==> src/rtl/sse_pkg.sv <==
// Shared types and codes for the set-of-stacks engine.
// No dependencies; used by sse_ctrl, sse_datapath and set_of_stacks_engine.
package sse_pkg;

    localparam int LIMIT_W = 3;
    localparam logic [LIMIT_W-1:0] LIMIT_RESET = 3'd4;

    localparam logic [1:0] OP_PUSH   = 2'd0;
    localparam logic [1:0] OP_POP    = 2'd1;
    localparam logic [1:0] OP_POP_AT = 2'd2;

    localparam logic [1:0] ST_OK     = 2'd0;
    localparam logic [1:0] ST_EMPTY  = 2'd1;
    localparam logic [1:0] ST_BADIDX = 2'd2;
    localparam logic [1:0] ST_FULL   = 2'd3;

    typedef struct packed {
        logic [1:0]         opcode;
        logic signed [31:0] push_value;
        logic [3:0]         stack_index;
    } cmd_t;

    typedef struct packed {
        logic signed [31:0] pop_value;
        logic [1:0]         status;
    } result_t;

    // controller -> datapath
    typedef struct packed {
        logic capture;  // latch the command beat
        logic exec;     // update slot map / fills, access value RAM
        logic respond;  // result beat on the output
    } sse_ctrl_t;

endpackage

==> src/rtl/sse_ctrl.sv <==
// Sequencing controller for the set-of-stacks engine.
// Depends on sse_pkg (sse_ctrl_t).
module sse_ctrl (
    input  logic               clk,
    input  logic               rst_n,
    input  logic               start,
    output logic               busy,
    output logic               done,
    output sse_pkg::sse_ctrl_t ctrl
);

    typedef enum logic [1:0] {
        S_IDLE,
        S_EXEC,
        S_RESP
    } state_t;

    state_t state_reg;
    logic   busy_reg;
    logic   done_reg;
    logic   accept;

    assign accept = start && !busy_reg;

    always_ff @(posedge clk or negedge rst_n)
    begin
        if (!rst_n)
        begin
            state_reg <= S_IDLE;
            busy_reg  <= 1'b0;
            done_reg  <= 1'b0;
        end
        else
        begin
            unique case (state_reg)
                S_IDLE:
                begin
                    done_reg <= 1'b0;
                    if (start)
                    begin
                        state_reg <= S_EXEC;
                        busy_reg  <= 1'b1;
                    end
                end
                S_EXEC:
                begin
                    state_reg <= S_RESP;
                    busy_reg  <= 1'b0;
                    done_reg  <= 1'b1;
                end
                S_RESP:
                begin
                    done_reg <= 1'b0;
                    // next command may enter while the result beat is out
                    if (start)
                    begin
                        state_reg <= S_EXEC;
                        busy_reg  <= 1'b1;
                    end
                    else
                    begin
                        state_reg <= S_IDLE;
                    end
                end
                default:
                begin
                    state_reg <= S_IDLE;
                    busy_reg  <= 1'b0;
                    done_reg  <= 1'b0;
                end
            endcase
        end
    end

    assign busy         = busy_reg;
    assign done         = done_reg;
    assign ctrl.capture = accept;
    assign ctrl.exec    = (state_reg == S_EXEC);
    assign ctrl.respond = done_reg;

    a_accept_busy: assert property (@(posedge clk) disable iff (!rst_n)
        accept |=> busy)
        else $error("accepted beat did not raise busy");

    a_busy_done: assert property (@(posedge clk) disable iff (!rst_n)
        busy |=> done && !busy)
        else $error("execute cycle not followed by result beat");

    a_done_after_busy: assert property (@(posedge clk) disable iff (!rst_n)
        done |-> $past(busy))
        else $error("result beat without a preceding execute cycle");

    a_exec_is_busy: assert property (@(posedge clk) disable iff (!rst_n)
        ctrl.exec == busy)
        else $error("execute strobe and busy disagree");

endmodule

==> src/rtl/sse_datapath.sv <==
// Datapath for the set-of-stacks engine: slot map, fill counts, value RAM.
// Depends on sse_pkg (cmd_t, result_t, sse_ctrl_t, opcode/status codes).
module sse_datapath #(
    parameter int SUBSTACK_CAP  = 4,
    parameter int MAX_SUBSTACKS = 16
) (
    input  logic                         clk,
    input  logic                         rst_n,
    input  sse_pkg::sse_ctrl_t           ctrl,
    input  sse_pkg::cmd_t                cmd,
    input  logic                         cfg_we,
    input  logic [sse_pkg::LIMIT_W-1:0]  cfg_data,
    output sse_pkg::result_t             result
);

    localparam int SLOT_W = (MAX_SUBSTACKS > 1) ? $clog2(MAX_SUBSTACKS) : 1;
    localparam int LIVE_W = $clog2(MAX_SUBSTACKS + 1);
    localparam int FILL_W = $clog2(SUBSTACK_CAP + 1);
    localparam int DEPTH  = MAX_SUBSTACKS * SUBSTACK_CAP;
    localparam int ADDR_W = (DEPTH > 1) ? $clog2(DEPTH) : 1;
    localparam int CMP_W  = LIVE_W + 4;

    sse_pkg::cmd_t                 cmd_reg;
    logic [sse_pkg::LIMIT_W-1:0]   limit_reg;
    logic [SLOT_W-1:0]             order_reg [MAX_SUBSTACKS];
    logic [SLOT_W-1:0]             order_next [MAX_SUBSTACKS];
    logic [FILL_W-1:0]             fill_reg [MAX_SUBSTACKS];
    logic [FILL_W-1:0]             fill_next [MAX_SUBSTACKS];
    logic [LIVE_W-1:0]             live_reg;
    logic [LIVE_W-1:0]             live_next;
    logic [31:0]                   mem [DEPTH];
    logic [31:0]                   rd_data_reg;
    logic                          pop_ok_reg;
    logic [1:0]                    status_reg;

    logic              is_push;
    logic              is_pop;
    logic              is_pop_at;
    logic [FILL_W-1:0] eff_limit;
    logic              live_nz;
    logic              live_full;
    logic              idx_ok;
    logic [SLOT_W-1:0] last_pos;
    logic [SLOT_W-1:0] new_pos;
    logic [SLOT_W-1:0] take_pos;
    logic [SLOT_W-1:0] phys_last;
    logic [SLOT_W-1:0] phys_new;
    logic [SLOT_W-1:0] phys_take;
    logic [FILL_W-1:0] fill_last;
    logic [FILL_W-1:0] fill_take;
    logic [FILL_W-1:0] fill_after;
    logic              open_new;
    logic              push_ok;
    logic [SLOT_W-1:0] push_phys;
    logic [FILL_W-1:0] push_fill;
    logic              push_wr;
    logic              take;
    logic              take_rd;
    logic              take_remove;
    logic [ADDR_W-1:0] wr_addr;
    logic [ADDR_W-1:0] rd_addr;
    logic [1:0]        status_next;

    always_comb
    begin
        is_push   = 1'b0;
        is_pop    = 1'b0;
        is_pop_at = 1'b0;
        unique case (cmd_reg.opcode)
            sse_pkg::OP_PUSH:   is_push   = 1'b1;
            sse_pkg::OP_POP:    is_pop    = 1'b1;
            sse_pkg::OP_POP_AT: is_pop_at = 1'b1;
            default:            ;   // reserved opcode: no change
        endcase
    end

    // limit clamped to 1..SUBSTACK_CAP
    always_comb
    begin
        if (limit_reg == '0)
            eff_limit = FILL_W'(1);
        else if (int'(limit_reg) > SUBSTACK_CAP)
            eff_limit = FILL_W'(SUBSTACK_CAP);
        else
            eff_limit = FILL_W'(limit_reg);
    end

    assign live_nz   = (live_reg != '0);
    assign live_full = (live_reg == LIVE_W'(MAX_SUBSTACKS));
    assign idx_ok    = CMP_W'(cmd_reg.stack_index) < CMP_W'(live_reg);
    assign last_pos  = SLOT_W'(live_reg - LIVE_W'(1));
    assign new_pos   = live_full ? '0 : SLOT_W'(live_reg);
    assign take_pos  = is_pop_at ? SLOT_W'(cmd_reg.stack_index) : last_pos;

    assign phys_last = order_reg[last_pos];
    assign phys_new  = order_reg[new_pos];
    assign phys_take = order_reg[take_pos];
    assign fill_last = fill_reg[phys_last];
    assign fill_take = fill_reg[phys_take];

    // push
    assign open_new  = !live_nz || (fill_last >= eff_limit);
    assign push_ok   = is_push && !(open_new && live_full);
    assign push_phys = open_new ? phys_new : phys_last;
    assign push_fill = open_new ? '0 : fill_last;
    assign push_wr   = push_ok && (int'(push_fill) < SUBSTACK_CAP);
    assign wr_addr   = ADDR_W'(int'(push_phys) * SUBSTACK_CAP + int'(push_fill));

    // pop / pop-at
    assign take        = (is_pop && live_nz) || (is_pop_at && idx_ok);
    assign fill_after  = (fill_take != '0) ? fill_take - FILL_W'(1) : '0;
    assign take_rd     = take && (fill_take != '0) && (int'(fill_after) < SUBSTACK_CAP);
    assign take_remove = take && (fill_after == '0);
    assign rd_addr     = ADDR_W'(int'(phys_take) * SUBSTACK_CAP + int'(fill_after));

    always_comb
    begin
        if (is_push && !push_ok)
            status_next = sse_pkg::ST_FULL;
        else if (is_pop && !live_nz)
            status_next = sse_pkg::ST_EMPTY;
        else if (is_pop_at && !idx_ok)
            status_next = sse_pkg::ST_BADIDX;
        else
            status_next = sse_pkg::ST_OK;
    end

    always_comb
    begin
        order_next = order_reg;
        fill_next  = fill_reg;
        live_next  = live_reg;
        if (push_ok)
        begin
            if (push_wr)
                fill_next[push_phys] = push_fill + FILL_W'(1);
            else
                fill_next[push_phys] = push_fill;
            if (open_new)
                live_next = live_reg + LIVE_W'(1);
        end
        if (take)
        begin
            fill_next[phys_take] = fill_after;
            if (take_remove)
            begin
                // close the gap, emptied slot goes to the end of the live range
                for (int k = 0; k < MAX_SUBSTACKS - 1; k++)
                begin
                    if (SLOT_W'(k) >= take_pos && LIVE_W'(k + 1) < live_reg)
                        order_next[k] = order_reg[k + 1];
                end
                order_next[last_pos] = phys_take;
                live_next = live_reg - LIVE_W'(1);
            end
        end
    end

    always_ff @(posedge clk or negedge rst_n)
    begin
        if (!rst_n)
        begin
            limit_reg <= sse_pkg::LIMIT_RESET;
            live_reg  <= '0;
            for (int i = 0; i < MAX_SUBSTACKS; i++)
            begin
                order_reg[i] <= SLOT_W'(i);
                fill_reg[i]  <= '0;
            end
        end
        else
        begin
            if (cfg_we)
                limit_reg <= cfg_data;
            if (ctrl.exec)
            begin
                live_reg  <= live_next;
                order_reg <= order_next;
                fill_reg  <= fill_next;
            end
        end
    end

    always_ff @(posedge clk)
    begin
        if (ctrl.capture)
            cmd_reg <= cmd;
        if (ctrl.exec)
        begin
            status_reg <= status_next;
            pop_ok_reg <= take_rd;
        end
    end

    // value RAM: one write or one registered read per execute cycle
    always_ff @(posedge clk)
    begin
        if (ctrl.exec && push_wr)
            mem[wr_addr] <= cmd_reg.push_value;
        if (ctrl.exec && take_rd)
            rd_data_reg <= mem[rd_addr];
    end

    assign result.pop_value = (ctrl.respond && pop_ok_reg) ? $signed(rd_data_reg) : '0;
    assign result.status    = status_reg;

    a_live_bound: assert property (@(posedge clk) disable iff (!rst_n)
        live_reg <= LIVE_W'(MAX_SUBSTACKS))
        else $error("live sub-stack count out of range");

    a_push_grows: assert property (@(posedge clk) disable iff (!rst_n)
        ctrl.exec && push_ok && open_new |=> live_reg == $past(live_reg) + LIVE_W'(1))
        else $error("opening a sub-stack did not bump the live count");

    a_remove_shrinks: assert property (@(posedge clk) disable iff (!rst_n)
        ctrl.exec && take_remove |=> live_reg == $past(live_reg) - LIVE_W'(1))
        else $error("emptied sub-stack not removed");

    a_fill_cap: assert property (@(posedge clk) disable iff (!rst_n)
        ctrl.exec && push_ok |-> int'(push_fill) < SUBSTACK_CAP)
        else $error("push into a sub-stack already at capacity");

endmodule

==> src/rtl/set_of_stacks_engine.sv <==
// Set-of-stacks engine: chain of bounded sub-stacks with push, pop and pop-at.
// A taken command is executed in S_EXEC and gives its result beat (done) in S_RESP.
// No command is taken while busy (S_EXEC); start is taken again during the result beat.
// S_EXEC covers the value RAM's registered read and the fill/slot-map update.
// Reset (rst_n, async low): all sub-stacks empty, identity slot map, stack_limit = 4;
// the value RAM is not cleared. The receiver cannot stall; done lasts one cycle.
module set_of_stacks_engine #(
    parameter int SUBSTACK_CAP  = 4,
    parameter int MAX_SUBSTACKS = 16
) (
    input  logic                         clk,
    input  logic                         rst_n,
    input  logic                         start,
    output logic                         busy,
    input  sse_pkg::cmd_t                cmd,
    output logic                         done,
    output sse_pkg::result_t             result,
    input  logic                         cfg_we,
    input  logic [sse_pkg::LIMIT_W-1:0]  cfg_data
);

    sse_pkg::sse_ctrl_t ctrl;

    sse_ctrl u_ctrl (
        .clk   (clk),
        .rst_n (rst_n),
        .start (start),
        .busy  (busy),
        .done  (done),
        .ctrl  (ctrl)
    );

    sse_datapath #(
        .SUBSTACK_CAP  (SUBSTACK_CAP),
        .MAX_SUBSTACKS (MAX_SUBSTACKS)
    ) u_datapath (
        .clk      (clk),
        .rst_n    (rst_n),
        .ctrl     (ctrl),
        .cmd      (cmd),
        .cfg_we   (cfg_we),
        .cfg_data (cfg_data),
        .result   (result)
    );

endmodule

==> config.mk <==
export PLATFORM = sky130hd
export DESIGN_NAME = set_of_stacks_engine
export DESIGN_NICKNAME = d
export VERILOG_FILES = /design/src/rtl/sse_pkg.sv /design/src/rtl/sse_ctrl.sv /design/src/rtl/sse_datapath.sv /design/src/rtl/set_of_stacks_engine.sv
export SDC_FILE = /design/constraint.sdc
export NUM_CORES = 2
export LEC_CHECK = 0
export ABC_AREA = 1
export BUFFER_PORTS_ARGS = -buffer_cell sky130_fd_sc_hd__buf_2
export CAP_MARGIN = 20
export CORE_ASPECT_RATIO = 0.8
export CORE_UTILIZATION = 52
export DETAILED_ROUTE_END_ITERATION = 7
export PLACE_DENSITY = 0.67
export SYNTH_ARGS = -nofsm -noshare
export SYNTH_HDL_FRONTEND = slang
export SYNTH_SLANG_ARGS = --single-unit
==> constraint.sdc <==
create_clock -name clk -period 20.2 [get_ports clk]
set_input_delay 2.02 -clock clk [delete_from_list [all_inputs] [get_ports clk]]
set_output_delay 2.02 -clock clk [all_outputs]
set_load 0.03 [all_outputs]
==> impl_results.md <==
* Number of enable flip-flop cells after synthesis at between 2,000 and 2,500
* Most common cell after layout, fill and taps aside: nand2_1
* Maximum number of pins on one net before global-route repair at 190
* Crit path largest cell delay at between 0.8 and 0.9 ns
* Number of setup violations in the final report at 0
* Worst hold path cell count at 1
* GR Overflow Total at 0
* Mean post-synth cell area at 9.99 um^2
* Number of flip-flops under the largest register name at between 2,000 and 2,500
* Count of yosys warnings during synthesis at 0
* Post-synthesis share of cell area spent on and, or, nand and nor gates at approximately 22%
* Required time at the worst-slack endpoint at between 20 and 25 ns
* Number of rows in the core area at 145
* Aggregate negative setup slack at 0 ns
* Most frequent cell on the critical path: nand2_1
* 1st-pass router iterations at 6
* Full die area at 199,000 um^2
* Number of nets produced by synthesis at a little over 10,000
* Reg-to-Reg End: u_datapath.rd_data_reg[21]
* Clock Skew at ~0.057 ns
* Asr flop ratio synth at ~5.5%
* Number of antenna violations at the first check in global routing at 23
* Die outline width at about 500 um
* Max cap viols at 0
* Flip-flop and latch count after synthesis at about 2,200
* Clock net sink count at around 2,200
* Xor/xnor cell area share of the yosys netlist at less than 1%
* DP HPWL at between 150,000 and 200,000 um
* CTS HTree Levels at 4
* TritonCTS clock tree: yes
* Main combinational cell family by area after synthesis: simple AND/OR/NAND/NOR gates
* Ratio of cells with drive above 1 in the final layout at 7.04%
* Number of unique standard cell types used by synthesis at 51
* Via total after detailed routing at between 70,000 and 80,000
* Max_slew headroom at between 15 and 20%
* Number of port buffers at 80
* Floorplan core area at 196,000 um^2
* Worst hold path type: register to register
* Total number of nets in the final design at just over 10,000
* Area Growth Syn to Fin at 9.64%
* Count of mapped cells out of synthesis at about 10,000
* Maximum root-to-sink buffer count at 3
* Total count of max-transition violations in the final report at 0
* Iteration-0 DRC Markers at between 10,000 and 15,000
* Final WS setup at about 10 ns
* Routed vias/inst at 5.77
* Number of buffers added to fix hold violations after cts at 0
* Post-detailed-route DRC marker count at 0
* Cell with the biggest individual delay on the critical path: o21ai_2
* Drt wl/cell at about 25 um
* Total setup buffers inserted after CTS at 0
* Number of buffers inserted during clock tree synthesis at 216
* Worst Setup Start Kind: register
* Number of hold violations in the final report at 0
* Final estimated routing congestion in global placement at roughly 0.93
* Resize count post-CTS at 0
* Result of the run: finished clean
* Most used flip-flop cell after synthesis: edfxtp_1
* Crit path kind: register to register
* Final critical-path share of the clock period at roughly 49%
* Mux cell area share after synthesis at 0%
* Maximum fanout encountered on the critical timing path at 108
* Leading cell types in the layout, fill and taps excluded: nand2_1 (2,339), edfxtp_1 (2,121), nand3_1 (1,548), inv_1 (1,517), nor2_1 (766)
* Clock transition at the register clock pins on the worst setup and hold paths after CTS at approximately 0.070 ns
* Clock network latency to the later pin of the worst-skew pair at between 0.8 and 0.9 ns
* DRT antenna net count at 0
* Die span in y at about 400 um
* Global-route wire length before repair at 469,000 um
* Transition time at the pin with the least slew margin at approximately 1.2 ns
* Post-synthesis adder-cell area fraction at 0.207%
* Starting Density at a little over half
* Routed wire length at between 300,000 and 400,000 um
* Share of the synthesized area in compound gates (AO/OA/AOI/OAI) at just over 4%
* Tmin final at approximately 9.8 ns
* Setup Slack @ Placement at approximately 11 ns
* Clock Tree Root: clkbuf_16
* RSZ-0062 raised after global routing: no
* Critical hold path startpoint: u_ctrl.state_reg[1]
* CP Capture Type: register
* Aggregate global-route resource usage at about a third
* Worst reg-to-reg setup slack at approximately 10 ns
* Cell area after synthesis at just over 100,000 um^2
* Data arrival time at the worst-slack endpoint at approximately 10 ns
* Count of boundary I/O pins at 81
* Part of the Yosys area used for sequential elements at roughly 65%
* Vias in the first global route at roughly 70,000
* Number of cells on the worst reg-to-reg path at 31
* Fmax achieved at ~100 MHz
* Worst reg2reg path startpoint: u_datapath.live_reg[0]
* Worst-case hold path end point: u_ctrl.state_reg[1]
## how the worst max path moves through the flow
stage,startpoint,to,cells past startpoint
after floorplan,u_datapath.live_reg[0],u_datapath.mem[32][0],34
after global placement,u_datapath.live_reg[0],u_datapath.rd_data_reg[21],31
after detailed placement,u_datapath.live_reg[0],u_datapath.rd_data_reg[16],31
after CTS,u_datapath.live_reg[0],u_datapath.rd_data_reg[16],31
after global routing,u_datapath.live_reg[0],u_datapath.rd_data_reg[21],31
final,u_datapath.live_reg[0],u_datapath.rd_data_reg[21],31
## metrics by stage
| stage | instances | utilization, % | hold slack (ns) | instance area (um^2) |
|---|---|---|---|---|
| 4_1_cts | 12900 | 57.5 | 0.446 | 112000 |
| 5_1_grt | 12900 | 57.5 | 0.465 | 112000 |
| 3_3_place_gp | 12500 | 53.9 | 0.434 | 105000 |
| 2_1_floorplan | 10300 | - | 0.402 | 103000 |
| 3_5_place_dp | 12500 | 53.9 | 0.436 | 105000 |
| 6_report | 12900 | 57.5 | 0.443 | 112000 |
## area by class of cell
cell class,count,area (um^2)
repair buffers,242,1780
diodes,7,17.5
inverters,1543,5810
multi-input cells,5923,27700
flip-flops and latches,2245,66800
clock buffers,265,5630
fillers,16300,83100
clock inverters,138,1480
well taps,2572,3220
## metal layers
layer  up-vias  wire [um]  global-route usage [%]  part of all wire [%]
met1     36100     132000                    45.3                    41
met3       583      34300                    6.54                    11
li1      33800          -                       -                     -
met4        12      12000                    12.2                   3.8
met5         -         64                       0                 0.020
met2      4100     140000                    48.3                    44
## worst max-delay path, delay by kind of cell, from the launching register on
| kind | cells | cell delay (ns) |
|---|---|---|
| buffers and inverters | 8 | 3.06 |
| adders and majority gates | 3 | 1.35 |
| DFF | 1 | 0.39 |
| and+or+nand+nor | 12 | 2.50 |
| AOI/OAI and AO/OA | 8 | 2.03 |
## cells by family after synthesis
group           Yosys count
buf+inv                2104
simple gates           5117
flops                  2245
fa+ha+maj                17
xor+xnor                  6
compound gates          783
## cell usage after synthesis (4+ instances only)
library cell,number,area (um^2)
a21oi_1,350,1750
nand2_1,2340,8780
inv_1,1518,5700
o21ai_1,61,305
nand3b_1,322,2420
nand3_1,1548,7750
a22oi_1,14,105
o22ai_1,9,56.3
o21bai_1,9,67.6
nor2_4,4,45.0
ha_1,17,213
dfstp_2,33,867
clkbuf_1,145,544
inv_2,22,82.6
o21ai_0,253,1270
nand4_1,6,37.5
nor2_1,834,3130
nand3_2,9,90.1
buf_1,48,180
edfxtp_1,2121,63700
buf_2,290,1450
a31oi_1,26,163
o211ai_1,21,158
dfrtp_1,91,2280
o21ai_2,12,105
buf_4,52,390
nor3_1,21,105
nor2_2,9,56.3
nand2_2,16,100
a32o_1,15,150
buf_6,23,259
Power is not shown: default switching activity piles up to over one toggle a cycle in this logic, so the estimate is an artifact.
